## config.mk

```make
export PLATFORM = sky130hd
export DESIGN_NAME = signal_level_db_meter
export DESIGN_NICKNAME = d
export VERILOG_FILES = /design/src/sv/sldb_pkg.sv /design/src/sv/sldb_divpipe.sv /design/src/sv/sldb_log.sv /design/src/sv/sldb_scale.sv /design/src/sv/signal_level_db_meter.sv
export SDC_FILE = /design/constraint.sdc
export NUM_CORES = 2
export LEC_CHECK = 0
export CORE_ASPECT_RATIO = 1.4
export CORE_MARGIN = 2
export CORE_UTILIZATION = 45
export CTS_BUF_LIST = sky130_fd_sc_hd__clkbuf_2
export DETAILED_ROUTE_END_ITERATION = 8
export DONT_BUFFER_PORTS = 1
export PLACE_DENSITY = 0.62
export SETUP_SLACK_MARGIN = 0.15
export SLEW_MARGIN = 30
export SYNTH_ARGS = -nofsm -noshare
export SYNTH_HDL_FRONTEND = slang
export SYNTH_HIERARCHICAL = 1
export SYNTH_SLANG_ARGS = --single-unit
```

## constraint.sdc

```tcl
create_clock -name clk -period 31.5 [get_ports clk]
set_input_delay 1.575 -clock clk [delete_from_list [all_inputs] [get_ports clk]]
set_output_delay 1.575 -clock clk [all_outputs]
set_load 0.02 [all_outputs]
```

## src/sv/sldb_pkg.sv

```systemverilog
package sldb_pkg;

    localparam int AMPLITUDE_BITS_DEF = 16;
    localparam int LOG_FRAC_BITS_DEF  = 16;

    localparam int GAIN_STEP_W = 12;
    localparam int OFFSET_W    = 16;
    localparam int GAIN_W      = 8;
    localparam int RESULT_W    = 8;
    localparam int APB_DATA_W  = 32;
    localparam int APB_ADDR_W  = 3;
    localparam int PROD_W      = GAIN_STEP_W + GAIN_W;

    localparam logic [GAIN_STEP_W-1:0] GAIN_STEP_RESET    = 12'd579;
    localparam logic [OFFSET_W-1:0]    LEVEL_OFFSET_RESET = 16'd5563;

    localparam logic REG_GAIN_STEP    = 1'b0;
    localparam logic REG_LEVEL_OFFSET = 1'b1;

    localparam logic CMD_LEVEL = 1'b0;
    localparam logic CMD_RATIO = 1'b1;

    // 20*256/log2(10) in Q8 per log2 unit: 78125 * 2^13 / 415241.
    localparam int DB_MUL_W   = 17;
    localparam int DB_DIV_W   = 19;
    localparam int DB_SHIFT   = 13;
    localparam logic [DB_MUL_W-1:0] DB_MUL = 17'd78125;
    localparam logic [DB_DIV_W-1:0] DB_DIV = 19'd415241;
    localparam int DB_Q_BOUND = 1542;

    localparam int HALF_POWER_Q8 = 771;
    localparam int SAT_HIGH      = 127;
    localparam int SAT_LOW       = -128;

    typedef struct packed {
        logic              cmd;
        logic [GAIN_W-1:0] gain;
    } side_t;

endpackage

```

## src/sv/sldb_divpipe.sv

```systemverilog
module sldb_divpipe #(
    parameter int NW = 16,
    parameter int DW = 16,
    parameter int QW = 16,
    parameter int SW = 9
) (
    input  logic          clk,
    input  logic          rst_n,
    input  logic          en,
    input  logic          in_valid,
    input  logic [NW-1:0] dividend,
    input  logic [DW-1:0] divisor,
    input  logic [SW-1:0] in_side,
    output logic          out_valid,
    output logic [QW-1:0] quotient,
    output logic [SW-1:0] out_side
);

    logic          v_in    [QW];
    logic [NW-1:0] rem_in  [QW];
    logic [DW-1:0] div_in  [QW];
    logic [QW-1:0] quo_in  [QW];
    logic [SW-1:0] side_in [QW];

    logic          v_reg    [QW];
    logic [NW-1:0] rem_reg  [QW-1];
    logic [DW-1:0] div_reg  [QW-1];
    logic [QW-1:0] quo_reg  [QW];
    logic [SW-1:0] side_reg [QW];

    assign v_in[0]    = in_valid;
    assign rem_in[0]  = dividend;
    assign div_in[0]  = divisor;
    assign quo_in[0]  = '0;
    assign side_in[0] = in_side;

    genvar i;
    generate
        for (i = 0; i < QW; i++)
        begin : g_stage
            localparam int B = QW - 1 - i;
            logic [NW+DW-1:0] trial;
            logic             hit;
            logic [NW-1:0]    rem_next;

            assign trial    = {{NW{1'b0}}, div_in[i]} << B;
            assign hit      = {{DW{1'b0}}, rem_in[i]} >= trial;
            assign rem_next = hit ? rem_in[i] - trial[NW-1:0] : rem_in[i];

            always_ff @(posedge clk or negedge rst_n)
            begin
                if (!rst_n)
                begin
                    v_reg[i] <= 1'b0;
                end
                else if (en)
                begin
                    v_reg[i] <= v_in[i];
                end
            end

            always_ff @(posedge clk)
            begin
                if (en)
                begin
                    quo_reg[i]  <= {quo_in[i][QW-2:0], hit};
                    side_reg[i] <= side_in[i];
                end
            end

            if (i < QW - 1)
            begin : g_carry
                always_ff @(posedge clk)
                begin
                    if (en)
                    begin
                        rem_reg[i] <= rem_next;
                        div_reg[i] <= div_in[i];
                    end
                end

                assign v_in[i+1]    = v_reg[i];
                assign rem_in[i+1]  = rem_reg[i];
                assign div_in[i+1]  = div_reg[i];
                assign quo_in[i+1]  = quo_reg[i];
                assign side_in[i+1] = side_reg[i];
            end
        end
    endgenerate

    assign out_valid = v_reg[QW-1];
    assign quotient  = quo_reg[QW-1];
    assign out_side  = side_reg[QW-1];

endmodule

```

## src/sv/sldb_log.sv

```systemverilog
module sldb_log #(
    parameter int AW = 16,
    parameter int FW = 16,
    parameter int SW = 9
) (
    input  logic                      clk,
    input  logic                      rst_n,
    input  logic                      en,
    input  logic                      in_valid,
    input  logic [AW-1:0]             x,
    input  logic [SW-1:0]             in_side,
    output logic                      out_valid,
    output logic [$clog2(AW)+FW-1:0]  mag,
    output logic                      neg,
    output logic [SW-1:0]             out_side
);

    localparam int PW = $clog2(AW);
    localparam int MW = PW + FW;

    localparam logic [FW-1:0] QUARTER      = FW'(1) << (FW - 2);
    localparam logic [FW-1:0] FIVE_EIGHTHS = FW'(5) << (FW - 3);
    localparam logic [FW-1:0] SEG2_OFS     = FW'(5) << (FW - 6);
    localparam logic [FW-1:0] SEG3_OFS     = FW'(7) << (FW - 5);
    localparam logic [MW-1:0] ZERO_MAG     = MW'(21) << (FW - 4);

    logic [PW-1:0] p1;

    logic          v1_reg;
    logic [AW-1:0] x1_reg;
    logic [PW-1:0] p1_reg;
    logic          z1_reg;
    logic [SW-1:0] side1_reg;

    logic [AW+FW-1:0] norm;

    logic          v2_reg;
    logic [FW-1:0] m2_reg;
    logic [PW-1:0] p2_reg;
    logic          z2_reg;
    logic [SW-1:0] side2_reg;

    logic [FW+4:0] m21;
    logic [FW+4:0] m25;
    logic [FW-1:0] f3;

    logic          v3_reg;
    logic [MW-1:0] mag3_reg;
    logic          neg3_reg;
    logic [SW-1:0] side3_reg;

    always_comb
    begin
        p1 = '0;
        for (int j = 0; j < AW; j++)
        begin
            if (x[j])
            begin
                p1 = PW'(j);
            end
        end
    end

    assign norm = {x1_reg, {FW{1'b0}}} >> p1_reg;

    assign m21 = (FW+5)'(m2_reg) * (FW+5)'(21);
    assign m25 = (FW+5)'(m2_reg) * (FW+5)'(25);

    always_comb
    begin
        if (m2_reg < QUARTER)
        begin
            f3 = FW'(m21 >> 4);
        end
        else if (m2_reg < FIVE_EIGHTHS)
        begin
            f3 = m2_reg + SEG2_OFS;
        end
        else
        begin
            f3 = FW'(m25 >> 5) + SEG3_OFS;
        end
    end

    always_ff @(posedge clk or negedge rst_n)
    begin
        if (!rst_n)
        begin
            v1_reg <= 1'b0;
            v2_reg <= 1'b0;
            v3_reg <= 1'b0;
        end
        else if (en)
        begin
            v1_reg <= in_valid;
            v2_reg <= v1_reg;
            v3_reg <= v2_reg;
        end
    end

    always_ff @(posedge clk)
    begin
        if (en)
        begin
            x1_reg    <= x;
            p1_reg    <= p1;
            z1_reg    <= (x == '0);
            side1_reg <= in_side;

            m2_reg    <= norm[FW-1:0];
            p2_reg    <= p1_reg;
            z2_reg    <= z1_reg;
            side2_reg <= side1_reg;

            mag3_reg  <= z2_reg ? ZERO_MAG : {p2_reg, f3};
            neg3_reg  <= z2_reg;
            side3_reg <= side2_reg;
        end
    end

    assign out_valid = v3_reg;
    assign mag       = mag3_reg;
    assign neg       = neg3_reg;
    assign out_side  = side3_reg;

endmodule

```

## src/sv/sldb_scale.sv

```systemverilog
module sldb_scale
    import sldb_pkg::*;
#(
    parameter int MW = 20,
    parameter int FW = 16,
    parameter int QW = 15,
    parameter int SW = 10
) (
    input  logic          clk,
    input  logic          rst_n,
    input  logic          en,
    input  logic          in_valid,
    input  logic [MW-1:0] mag,
    input  logic [SW-1:0] in_side,
    output logic          out_valid,
    output logic [QW-1:0] q,
    output logic [SW-1:0] out_side
);

    localparam int XW  = MW + DB_MUL_W;
    localparam int LSH = (FW < DB_SHIFT) ? DB_SHIFT - FW : 0;
    localparam int RSH = (FW > DB_SHIFT) ? FW - DB_SHIFT : 0;
    localparam int ZW  = DB_DIV_W + QW;
    localparam int RW  = QW + 1;
    localparam int EW  = ZW + RW;
    localparam logic [RW-1:0] DB_RECIP = RW'((64'd1 << ZW) / DB_DIV);

    logic          v_reg;
    logic [XW-1:0] prod_reg;
    logic [SW-1:0] side_reg;

    logic          v2_reg;
    logic [ZW-1:0] z2_reg;
    logic [EW-1:0] est2_reg;
    logic [SW-1:0] side2_reg;

    logic          v3_reg;
    logic [ZW-1:0] z3_reg;
    logic [QW-1:0] qe3_reg;
    logic [ZW-1:0] back3_reg;
    logic [SW-1:0] side3_reg;

    logic          v4_reg;
    logic [QW-1:0] q4_reg;
    logic [SW-1:0] side4_reg;

    logic [XW+LSH-1:0] widened;
    logic [XW+LSH-1:0] shifted;
    logic [ZW-1:0]     z;
    logic [QW-1:0]     qe;
    logic [ZW-1:0]     rem;

    always_ff @(posedge clk or negedge rst_n)
    begin
        if (!rst_n)
        begin
            v_reg  <= 1'b0;
            v2_reg <= 1'b0;
            v3_reg <= 1'b0;
            v4_reg <= 1'b0;
        end
        else if (en)
        begin
            v_reg  <= in_valid;
            v2_reg <= v_reg;
            v3_reg <= v2_reg;
            v4_reg <= v3_reg;
        end
    end

    assign widened = (XW+LSH)'(prod_reg) << LSH;
    assign shifted = widened >> RSH;
    assign z       = ZW'(shifted);

    // The reciprocal estimate of the quotient is never high and at most one
    // low, so a single compare and subtract completes the division.
    assign qe  = QW'(est2_reg[EW-1:ZW]);
    assign rem = z3_reg - back3_reg;

    always_ff @(posedge clk)
    begin
        if (en)
        begin
            prod_reg  <= XW'(mag) * XW'(DB_MUL);
            side_reg  <= in_side;

            z2_reg    <= z;
            est2_reg  <= EW'(z) * EW'(DB_RECIP);
            side2_reg <= side_reg;

            z3_reg    <= z2_reg;
            qe3_reg   <= qe;
            back3_reg <= ZW'(qe) * ZW'(DB_DIV);
            side3_reg <= side2_reg;

            q4_reg    <= (rem >= ZW'(DB_DIV)) ? qe3_reg + QW'(1) : qe3_reg;
            side4_reg <= side3_reg;
        end
    end

    assign out_valid = v4_reg;
    assign q         = q4_reg;
    assign out_side  = side4_reg;

endmodule

```

## src/sv/signal_level_db_meter.sv

```systemverilog
// Signal level and signal-to-noise meter giving a result in whole dB.
// Items arrive on the s_axis channel: tuser carries the command (level or
// ratio) and tdata carries the signal amplitude, gain code and noise amplitude.
// Each accepted transfer yields exactly one transfer on m_axis: tdata holds the
// result in two's complement dB and tuser flags a saturated result.
// The two calibration registers (gain step and level offset) sit on the APB
// port at byte addresses 0 and 4 and must be written only while the meter is
// idle; the block itself does not enforce this.
// The datapath is a pipeline: a restoring divider one quotient bit per stage
// (AMPLITUDE_BITS stages), three log2 stages, four scaling stages (a multiplier,
// a reciprocal multiplication, a back multiplication and a final correction),
// three stages that add the offsets and saturate, and the output register.
// One transfer per cycle is sustained while the receiver keeps m_axis_tready
// high.
// Reset clears all valid flags and loads the registers with their defaults.
// When the receiver stalls, the pending result is held stable and one more
// result is kept in a skid stage; the pipeline then freezes and s_axis_tready
// falls until the skid stage drains.
module signal_level_db_meter
    import sldb_pkg::*;
#(
    parameter int AMPLITUDE_BITS = AMPLITUDE_BITS_DEF,
    parameter int LOG_FRAC_BITS  = LOG_FRAC_BITS_DEF
) (
    input  logic                   clk,
    input  logic                   rst_n,

    input  logic                   s_axis_tvalid,
    output logic                   s_axis_tready,
    // signal_amplitude, gain_code, noise_amplitude, zero padding
    input  logic [((2*AMPLITUDE_BITS+GAIN_W+7)/8)*8-1:0] s_axis_tdata,
    // command
    input  logic                   s_axis_tuser,

    output logic                   m_axis_tvalid,
    input  logic                   m_axis_tready,
    // result_db
    output logic [RESULT_W-1:0]    m_axis_tdata,
    // clamped
    output logic                   m_axis_tuser,

    input  logic                   psel,
    input  logic                   penable,
    input  logic                   pwrite,
    input  logic [APB_ADDR_W-1:0]  paddr,
    input  logic [APB_DATA_W-1:0]  pwdata,
    output logic [APB_DATA_W-1:0]  prdata,
    output logic                   pready
);

    localparam int AW = AMPLITUDE_BITS;
    localparam int FW = LOG_FRAC_BITS;
    localparam int MW = $clog2(AW) + FW;
    localparam int QW = $clog2(AW * DB_Q_BOUND);
    localparam int SW = $bits(side_t);
    localparam int TW = ((QW > PROD_W) ? QW : PROD_W) + 3;

    logic [GAIN_STEP_W-1:0] gain_step_reg;
    logic [OFFSET_W-1:0]    level_offset_reg;

    logic          en;
    logic [AW-1:0] sig;
    logic [AW-1:0] noise;
    logic [AW-1:0] divisor;
    side_t         in_side;

    logic          q1_valid;
    logic [AW-1:0] quot1;
    logic [SW-1:0] side1;

    logic          lg_valid;
    logic [MW-1:0] lg_mag;
    logic          lg_neg;
    logic [SW-1:0] side2;

    logic          sc_valid;
    logic [QW-1:0] sc_q;
    logic [SW:0]   sc_side;
    side_t         sc_info;
    logic          sc_neg;

    logic                  f1_v_reg;
    logic signed [QW:0]    f1_qs_reg;
    logic [PROD_W-1:0]     f1_prod_reg;
    logic                  f1_cmd_reg;

    logic                  f2_v_reg;
    logic signed [TW-1:0]  f2_total_reg;
    logic signed [TW-1:0]  total_next;

    logic                  f3_v_reg;
    logic [RESULT_W-1:0]   f3_res_reg;
    logic                  f3_clamp_reg;
    logic [TW-1:0]         abs_total;
    logic [TW-1:0]         abs_whole;
    logic signed [TW-1:0]  whole;
    logic [RESULT_W-1:0]   res_next;
    logic                  clamp_next;

    logic                  out_valid_reg;
    logic [RESULT_W-1:0]   out_data_reg;
    logic                  out_clamp_reg;
    logic                  skid_valid_reg;
    logic [RESULT_W-1:0]   skid_data_reg;
    logic                  skid_clamp_reg;
    logic                  incoming;
    logic                  take;

    logic                  cfg_write;

    // Configuration port.
    assign pready    = 1'b1;
    assign cfg_write = psel && penable && pwrite && pready;

    always_ff @(posedge clk or negedge rst_n)
    begin
        if (!rst_n)
        begin
            gain_step_reg    <= GAIN_STEP_RESET;
            level_offset_reg <= LEVEL_OFFSET_RESET;
        end
        else if (cfg_write)
        begin
            case (paddr[2])
                REG_GAIN_STEP:    gain_step_reg    <= pwdata[GAIN_STEP_W-1:0];
                REG_LEVEL_OFFSET: level_offset_reg <= pwdata[OFFSET_W-1:0];
                default:          gain_step_reg    <= gain_step_reg;
            endcase
        end
    end

    always_comb
    begin
        case (paddr[2])
            REG_GAIN_STEP:    prdata = APB_DATA_W'(gain_step_reg);
            REG_LEVEL_OFFSET: prdata = APB_DATA_W'($signed(level_offset_reg));
            default:          prdata = '0;
        endcase
    end

    // Input unpacking. A level request divides by one so that every item takes
    // the same path.
    assign en      = !skid_valid_reg;
    assign s_axis_tready = en;

    assign sig          = s_axis_tdata[AW-1:0];
    assign in_side.gain = s_axis_tdata[AW+GAIN_W-1:AW];
    assign noise        = s_axis_tdata[2*AW+GAIN_W-1:AW+GAIN_W];
    assign in_side.cmd  = s_axis_tuser;
    assign divisor      = ((s_axis_tuser == CMD_LEVEL) || (noise == '0)) ?
                          AW'(1) : noise;

    sldb_divpipe #(
        .NW (AW),
        .DW (AW),
        .QW (AW),
        .SW (SW)
    ) u_ratio_div (
        .clk       (clk),
        .rst_n     (rst_n),
        .en        (en),
        .in_valid  (s_axis_tvalid),
        .dividend  (sig),
        .divisor   (divisor),
        .in_side   (in_side),
        .out_valid (q1_valid),
        .quotient  (quot1),
        .out_side  (side1)
    );

    sldb_log #(
        .AW (AW),
        .FW (FW),
        .SW (SW)
    ) u_log (
        .clk       (clk),
        .rst_n     (rst_n),
        .en        (en),
        .in_valid  (q1_valid),
        .x         (quot1),
        .in_side   (side1),
        .out_valid (lg_valid),
        .mag       (lg_mag),
        .neg       (lg_neg),
        .out_side  (side2)
    );

    sldb_scale #(
        .MW (MW),
        .FW (FW),
        .QW (QW),
        .SW (SW + 1)
    ) u_scale (
        .clk       (clk),
        .rst_n     (rst_n),
        .en        (en),
        .in_valid  (lg_valid),
        .mag       (lg_mag),
        .in_side   ({lg_neg, side2}),
        .out_valid (sc_valid),
        .q         (sc_q),
        .out_side  (sc_side)
    );

    assign sc_neg  = sc_side[SW];
    assign sc_info = side_t'(sc_side[SW-1:0]);

    // Final stages: apply sign, offsets, truncation toward zero and saturation.
    always_comb
    begin
        if (f1_cmd_reg == CMD_LEVEL)
        begin
            total_next = TW'(f1_qs_reg) + TW'($signed(level_offset_reg))
                       - $signed(TW'(f1_prod_reg));
        end
        else
        begin
            total_next = TW'(f1_qs_reg) - TW'(HALF_POWER_Q8);
        end
    end

    assign abs_total = f2_total_reg[TW-1] ? TW'(-f2_total_reg) : TW'(f2_total_reg);
    assign abs_whole = abs_total >> 8;
    assign whole     = f2_total_reg[TW-1] ? -$signed(abs_whole) : $signed(abs_whole);

    always_comb
    begin
        if (whole > TW'(SAT_HIGH))
        begin
            res_next   = RESULT_W'(SAT_HIGH);
            clamp_next = 1'b1;
        end
        else if (whole < TW'(SAT_LOW))
        begin
            res_next   = RESULT_W'(SAT_LOW);
            clamp_next = 1'b1;
        end
        else
        begin
            res_next   = whole[RESULT_W-1:0];
            clamp_next = 1'b0;
        end
    end

    always_ff @(posedge clk or negedge rst_n)
    begin
        if (!rst_n)
        begin
            f1_v_reg <= 1'b0;
            f2_v_reg <= 1'b0;
            f3_v_reg <= 1'b0;
        end
        else if (en)
        begin
            f1_v_reg <= sc_valid;
            f2_v_reg <= f1_v_reg;
            f3_v_reg <= f2_v_reg;
        end
    end

    always_ff @(posedge clk)
    begin
        if (en)
        begin
            f1_qs_reg    <= sc_neg ? -$signed({1'b0, sc_q}) : $signed({1'b0, sc_q});
            f1_prod_reg  <= PROD_W'(gain_step_reg) * PROD_W'(sc_info.gain);
            f1_cmd_reg   <= sc_info.cmd;
            f2_total_reg <= total_next;
            f3_res_reg   <= res_next;
            f3_clamp_reg <= clamp_next;
        end
    end

    // Output register with a skid stage behind it.
    assign incoming = en && f3_v_reg;
    assign take     = out_valid_reg && m_axis_tready;

    always_ff @(posedge clk or negedge rst_n)
    begin
        if (!rst_n)
        begin
            out_valid_reg  <= 1'b0;
            skid_valid_reg <= 1'b0;
        end
        else if (skid_valid_reg)
        begin
            if (take)
            begin
                skid_valid_reg <= 1'b0;
            end
        end
        else if (incoming)
        begin
            if (out_valid_reg && !take)
            begin
                skid_valid_reg <= 1'b1;
            end
            else
            begin
                out_valid_reg <= 1'b1;
            end
        end
        else if (take)
        begin
            out_valid_reg <= 1'b0;
        end
    end

    always_ff @(posedge clk)
    begin
        if (skid_valid_reg)
        begin
            if (take)
            begin
                out_data_reg  <= skid_data_reg;
                out_clamp_reg <= skid_clamp_reg;
            end
        end
        else if (incoming)
        begin
            if (out_valid_reg && !take)
            begin
                skid_data_reg  <= f3_res_reg;
                skid_clamp_reg <= f3_clamp_reg;
            end
            else
            begin
                out_data_reg  <= f3_res_reg;
                out_clamp_reg <= f3_clamp_reg;
            end
        end
    end

    assign m_axis_tvalid = out_valid_reg;
    assign m_axis_tdata  = out_data_reg;
    assign m_axis_tuser  = out_clamp_reg;

endmodule

```

Word-level counts from Yosys, hierarchy flattened
Memories as Yosys holds them, arrays and structs flattened. A register that Yosys moved wholly into a read port is not among the register bits. Index checks and enable logic that the tools add are counted.

Register bits after elaboration: 482. Memory bits (writable): 880. Word-level logic and storage cells: 205. Memories kept: 4.

$add $sub $neg: 25. Multiply operators: 6. Magnitude comparators: 21. Equality and inequality tests: 3. Shifts and indexed selects: 1. Mux-type cells: 56. Bitwise logic cells: 3. Reductions and logical operators: 21.

Memory list: u_ratio_div.quo_reg (depth 16, width 16, rd ports 16, clocked after Yosys merged registers in 0, wr ports 16, RTL line sldb_divpipe.sv:28) `logic [QW-1:0] quo_reg [QW];`; u_ratio_div.div_reg (depth 15, width 16, rd ports 15, clocked after Yosys merged registers in 0, wr ports 15, RTL line sldb_divpipe.sv:27) `logic [DW-1:0] div_reg [QW-1];`; u_ratio_div.rem_reg (depth 15, width 16, rd ports 15, clocked after Yosys merged registers in 0, wr ports 15, RTL line sldb_divpipe.sv:26) `logic [NW-1:0] rem_reg [QW-1];`; u_ratio_div.side_reg (depth 16, width 9, rd ports 16, clocked after Yosys merged registers in 1, wr ports 16, RTL line sldb_divpipe.sv:29) `logic [SW-1:0] side_reg [QW];`.

Operators with widths (count): 16-bit two-way mux (18); 16-bit subtractor (15); 23-bit two-way mux (3); 32-bit one-hot mux with 2 select lines (1); 34-bit by 16-bit multiplier with 49-bit output, second input constant (1); 8-bit two-way mux (5); 20-bit by 17-bit multiplier with 37-bit output, second input constant (1); 34-bit by 19-bit greater-or-equal comparator with 1-bit output, second input constant (1); 15-bit by 19-bit multiplier with 34-bit output, second input constant (1); 34-bit subtractor (1); 16-bit logical NOT (2); 32-bit by 4-bit right shift with 16-bit output (1); 16-bit by 31-bit greater-or-equal comparator with 1-bit output (1); 16-bit by 30-bit greater-or-equal comparator with 1-bit output (1); 15-bit two-way mux (2); 16-bit by 29-bit greater-or-equal comparator with 1-bit output (1); 16-bit by 28-bit greater-or-equal comparator with 1-bit output (1); 16-bit by 27-bit greater-or-equal comparator with 1-bit output (1); 16-bit by 26-bit greater-or-equal comparator with 1-bit output (1); 16-bit by 25-bit greater-or-equal comparator with 1-bit output (1); 16-bit by 24-bit greater-or-equal comparator with 1-bit output (1); 16-bit by 23-bit greater-or-equal comparator with 1-bit output (1); 23-bit by 8-bit greater-than comparator with 1-bit output, second input constant (1); 23-bit by 8-bit less-than comparator with 1-bit output, second input constant (1); 37 further kinds (73).

Depth between registers and ports, before layout
An unclocked memory read counts as a cell.

Word-level depth: 15. Gate-level depth with buffers: 25. Mapped depth without buffers: 24.

Cells and area by module
The synthesis kept the hierarchy.

Modules (own cells, without submodules): sldb_divpipe (instances 1, cells an instance 1902, area each 31427.6 µm², sequential area each 23222.3 µm²); sldb_scale (instances 1, cells an instance 2621, area each 28129.5 µm², sequential area each 6646.4 µm²); signal_level_db_meter (instances 1, cells an instance 1108, area each 10846.7 µm², sequential area each 3424.5 µm²); sldb_log (instances 1, cells an instance 634, area each 6832.8 µm², sequential area each 2717.6 µm²).

Least setup slack after synthesis
Ideal clock, no wire load.

Kind: reg-to-reg. From: register skid_valid_reg. To: register skid_clamp_reg, enable pin. Library setup time: 360 ps. Arrival: 25465 ps. Required time: 31140 ps. Path slack: 5675 ps. Stages on the path, launching flop included: 5. Path buffers: 2. Clock period less this slack: 25825 ps. Cell sequence: dfrtp_1 -> clkbuf_1 -> buf_1 -> inv_1 -> and3_1.

Word-level cells in the longest chain between the ends: 3. Elaborated cells between the ends (all ways): 4. Classes of those cells: 1 x bitwise; 3 x reduce/logical.

RTL lines: from (decl) (RTL line signal_level_db_meter.sv:103) `logic skid_valid_reg;`; from (signal assigned) (RTL line signal_level_db_meter.sv:283) `skid_valid_reg <= 1'b0;`; from (signal assigned) (RTL line signal_level_db_meter.sv:289) `skid_valid_reg <= 1'b0;`; from (signal assigned) (RTL line signal_level_db_meter.sv:296) `skid_valid_reg <= 1'b1;`; 1-bit logical NOT (RTL line signal_level_db_meter.sv:143) `assign en = !skid_valid_reg;`; named net s_axis_tready (RTL line signal_level_db_meter.sv:29) `output logic s_axis_tready,`; 1-bit logical AND (RTL line signal_level_db_meter.sv:275) `assign incoming = en && f3_v_reg;`; 3-bit AND reduction (no source line); to (signal assigned) (RTL line signal_level_db_meter.sv:324) `skid_clamp_reg <= f3_clamp_reg;`; to (decl) (RTL line signal_level_db_meter.sv:105) `logic skid_clamp_reg;`.

The timed path passes the listed nets, and every way through them passes these cells. A chain may end at the register's enable or synchronous reset.

Worst setup path in the final report
From: register u_scale.prod_reg[35]. To: register u_scale.est2_reg[48], data pin.

Word-level cells in the longest chain between the ends: 1.

RTL lines: from (decl) (RTL line sldb_scale.sv:29) `logic [XW-1:0] prod_reg;`; from (signal assigned) (RTL line sldb_scale.sv:84) `prod_reg <= XW'(mag) * XW'(DB_MUL);`; 34-bit by 16-bit multiplier with 49-bit output (RTL line sldb_scale.sv:88) `est2_reg <= EW'(z) * EW'(DB_RECIP);`; to (signal assigned) (RTL line sldb_scale.sv:88); to (decl) (RTL line sldb_scale.sv:34) `logic [EW-1:0] est2_reg;`.

Every way passes these cells.

==> metrics.json <==
{
  "run_status": {
    "status": "completed"
  },
  "cells_and_area": {
    "area_occupied_by_multi_input_gates_sq_um": 36300,
    "layout.area.seq_sq_um": 36000,
    "num-nets-final": 7995,
    "layout-area-overhead-vs-synth_pct": 7.53,
    "drive_gt1_frac": 0.107,
    "fillCellCount": 15200
  },
  "routing": {
    "postRouteAntennaNets": 0,
    "wl_um": 149000,
    "vias": 46200,
    "detailedRoute.firstPassIterationCount": 5,
    "wl_met2_um": 82100,
    "drt_drc_violations_left": 0,
    "drt_first_iter_violations": 1914,
    "route.layer.met1.wl_um": 56100,
    "wl_met3_um": 4990,
    "post_drt_wl_per_cell_um": 16.5,
    "routed_via_density": 5.13,
    "dr.max_layer_used": "met4"
  },
  "worst_setup_path": {
    "timing.critical_path.fanout_max": 7,
    "ff2ff_setup_slack_ps": 24390,
    "critPathKind": "flop to flop",
    "timing.reg2reg.worst_path_depth": 23,
    "crit_path_end_kind": "flop",
    "worstReg2RegEnd": "u_scale/est2_reg[48]$_DFFE_PP_",
    "critical_path_arrival_ps": 8420,
    "worst_setup_path_start_kind": "flop",
    "critical_path_required_ps": 32810,
    "crit_start": "u_scale/prod_reg[35]$_DFFE_PP_",
    "timing.rr.start": "u_scale/prod_reg[35]$_DFFE_PP_",
    "capturing_element_of_the_worst_setup_path": "u_scale/est2_reg[48]$_DFFE_PP_"
  },
  "clock_network": {
    "clockBufferDepth": 4,
    "numCtsBuffers": 312,
    "worst_skew_pair.late_latency_ps": 1760,
    "h-tree-depth": 5,
    "tritoncts": "yes",
    "post_cts.repair.setup_buffers": 0,
    "root_buffer": "sky130_fd_sc_hd__clkbuf_2",
    "cts_sink_count": 1208,
    "clk_transition_reported_paths_ps": 100
  },
  "global_route": {
    "wire_length_of_the_first_global_routing_pass_um": 244000,
    "grt_antenna_before_repair": 2,
    "grt_overflow_total": 0,
    "track_usage": 0.173,
    "via_count_of_the_first_global_routing_pass": 49500,
    "largest_net_degree_at_the_start_of_global_routing": 100
  },
  "hold_path": {
    "min_path_type": "flop to flop"
  },
  "yosys": {
    "synth_warnings": 6,
    "synthDominantAreaCellType": "sky130_fd_sc_hd__edfxtp_1",
    "synth_cell_type_count": 106,
    "synth-main-ff-cell": "sky130_fd_sc_hd__edfxtp_1",
    "ys_async_sr_fraction": 0.0464,
    "syn-cell-area_sq_um": 77200,
    "post_synth.cell_area_avg_sq_um": 12.3,
    "seq_area_frac_synth": 0.466,
    "synth_top_cell_area_share": 0.448,
    "postSynthNetCount": 7697,
    "synth-edff-count": 1152,
    "synth.top_cells.by_area": "sky130_fd_sc_hd__edfxtp_1, sky130_fd_sc_hd__ha_1, sky130_fd_sc_hd__fa_1",
    "synthCells": 6265,
    "postSynthRegisterBits": 1208
  },
  "floorplan": {
    "std_cell_rows": 179,
    "core_area_sq_um": 170000,
    "dieArea_sq_um": 175000,
    "die_x_um": 354,
    "ios": 127,
    "dieHeight_um": 494,
    "initial_utilization": 0.454
  },
  "sta": {
    "timing.final.max_slew_violations": 0,
    "fin_tns_setup_ps": 0,
    "timing.fmax_ghz": 0.141,
    "setup_viol": 0,
    "grt_setup_unrepaired": "false",
    "finalHoldViolations": 0,
    "worstMarginPinSlew_ps": 1110,
    "shortest_clock_period_the_worst_path_allows_after_layout_ps": 7110,
    "finalClockSkew_ps": 234,
    "timing.final.crit_share": 0.226,
    "relative_slew_slack": 0.261
  },
  "job": {
    "max_cap_viol_count": 0
  },
  "place": {
    "hpwlAfterDp_um": 113000,
    "io_buffer_count": 0,
    "globalplace.congestion": 0.886
  }
}
-- layout by cell type (no fill, tap or decap), types with 88 or more instances in the layout --
master and n:
sky130_fd_sc_hd__xnor2_1 186, sky130_fd_sc_hd__a21oi_1 230, sky130_fd_sc_hd__fa_1 440, sky130_fd_sc_hd__mux2_2 155, sky130_fd_sc_hd__nand3_1 88, sky130_fd_sc_hd__nor2_1 212, sky130_fd_sc_hd__and2_1 92, sky130_fd_sc_hd__clkbuf_2 425
sky130_fd_sc_hd__ha_1 909, sky130_fd_sc_hd__nand2_1 247, sky130_fd_sc_hd__edfxtp_1 1152, sky130_fd_sc_hd__o21ai_0 172, sky130_fd_sc_hd__inv_1 1187
-- timing repair --
action,4_1_cts,5_1_grt
resized for setup,0,0
hold buffers,65,0
endpoints found under the hold margin,129,0
-- stage by stage --
stage | instances | utilization | cell area, sq um | hold slack (ps) | worst slack, ps
6_report | 9017 | 0.488 | 83100 | 249 | 24390
5_1_grt | 9017 | 0.488 | 83100 | 57.4 | 23860
4_1_cts | 9008 | 0.488 | 83000 | 11.6 | 24140
3_5_place_dp | 8445 | 0.469 | 79800 | 405 | 24220
3_3_place_gp | 8445 | 0.469 | 79800 | 400 | 24060
2_1_floorplan | 6265 | - | 77200 | 400 | 5670
-- worst min-delay path by stage --
stage                                          startpoint                                    end  slack [ps]  cells after the start
floorplan                   u_scale/out_side[8]$_DFFE_PP_                   f1_cmd_reg$_DFFE_PN_         400                      0
global placement    u_ratio_div/side_reg[1][43]$_DFFE_PP_  u_ratio_div/side_reg[1][52]$_DFFE_PP_         400                      0
detailed placement  u_ratio_div/side_reg[1][71]$_DFFE_PP_           u_log/side1_reg[8]$_DFFE_PP_         400                      0
CTS                                          s_axis_tuser    u_ratio_div/div_reg[0][8]$_DFFE_PP_          10                      3
global route                                 s_axis_tuser    u_ratio_div/quo_reg[0][0]$_DFFE_PP_          60                      4
finish                u_ratio_div/div_reg[1][9]$_DFFE_PP_    u_ratio_div/div_reg[2][9]$_DFFE_PP_         250                      0
-- area by class of cell --
cell class              instances  area share
multi-input cells            3762       0.437
flip-flops and latches       1208       0.434
inverters                    1189      0.0538
well taps                    2262      0.0341
clock buffers                 425      0.0256
repair buffers                 90      0.0106
clock inverters                73     0.00520
diodes                          8    0.000241
-- cells in the mapped netlist (12+ instances only) --
cell type / n
sky130_fd_sc_hd__inv_1: 1188
sky130_fd_sc_hd__a31oi_1: 33
sky130_fd_sc_hd__or4_1: 17
sky130_fd_sc_hd__a211oi_1: 50
sky130_fd_sc_hd__a21oi_1: 230
sky130_fd_sc_hd__nand3_1: 88
sky130_fd_sc_hd__or3_1: 32
sky130_fd_sc_hd__edfxtp_1: 1152
sky130_fd_sc_hd__o31a_1: 13
sky130_fd_sc_hd__mux2i_1: 45
sky130_fd_sc_hd__nor2b_1: 50
sky130_fd_sc_hd__mux2_2: 155
sky130_fd_sc_hd__o21ai_0: 172
sky130_fd_sc_hd__nor2_1: 212
sky130_fd_sc_hd__o21a_1: 52
sky130_fd_sc_hd__dfrtp_1: 43
sky130_fd_sc_hd__xnor2_1: 186
sky130_fd_sc_hd__o211ai_1: 26
sky130_fd_sc_hd__nand2b_1: 34
sky130_fd_sc_hd__and2_1: 93
sky130_fd_sc_hd__o21bai_1: 30
sky130_fd_sc_hd__nand4_1: 41
sky130_fd_sc_hd__xor2_1: 63
sky130_fd_sc_hd__a221oi_1: 12
sky130_fd_sc_hd__a2111oi_0: 12
sky130_fd_sc_hd__nor4_1: 60
sky130_fd_sc_hd__nor3_1: 83
sky130_fd_sc_hd__and3_1: 26
sky130_fd_sc_hd__o31ai_1: 43
sky130_fd_sc_hd__a21o_1: 64
sky130_fd_sc_hd__nand2_1: 247
sky130_fd_sc_hd__buf_4: 20
sky130_fd_sc_hd__clkbuf_1: 67
sky130_fd_sc_hd__a211o_1: 19
sky130_fd_sc_hd__dfstp_2: 13
sky130_fd_sc_hd__fa_1: 440
sky130_fd_sc_hd__ha_1: 909
sky130_fd_sc_hd__a21boi_0: 16
-- metal layers --
layer  global-route usage  vias up
li1                     -    22700
met1                0.181    22400
met2                0.336      811
met3               0.0316      309
met4               0.0733        0
met5                    0        -
-- cells by family after synthesis --
logic type      count (synthesis)  share of synthesized area
compound gates                893                     0.0775
xor+xnor                      249                     0.0282
fa+ha+maj                    1349                      0.261
buf+inv                      1295                     0.0644
flops                        1208                      0.466
mux                           215                     0.0316
other cells                     1                  0.0000486
simple gates                 1055                     0.0707
-- critical path, cell delays in order, from the launching register on --
cell,delay (ps)
sky130_fd_sc_hd__edfxtp_1,660
sky130_fd_sc_hd__inv_1,100
sky130_fd_sc_hd__ha_1,370
sky130_fd_sc_hd__inv_1,100
sky130_fd_sc_hd__ha_1,280
sky130_fd_sc_hd__inv_1,50
sky130_fd_sc_hd__fa_1,500
sky130_fd_sc_hd__inv_1,50
sky130_fd_sc_hd__fa_1,460
sky130_fd_sc_hd__fa_1,540
sky130_fd_sc_hd__inv_1,50
sky130_fd_sc_hd__fa_1,540
sky130_fd_sc_hd__inv_1,50
sky130_fd_sc_hd__ha_1,320
sky130_fd_sc_hd__nand2_1,140
sky130_fd_sc_hd__nor4_1,400
sky130_fd_sc_hd__nand2_1,120
sky130_fd_sc_hd__o311ai_1,580
sky130_fd_sc_hd__o21a_1,310
sky130_fd_sc_hd__a311o_1,280
sky130_fd_sc_hd__a211oi_1,140
sky130_fd_sc_hd__o41ai_1,460
sky130_fd_sc_hd__a31oi_1,170
sky130_fd_sc_hd__xnor2_1,150
Power is not shown: default switching activity piles up to over one toggle a cycle in this logic, so the estimate is an artifact.
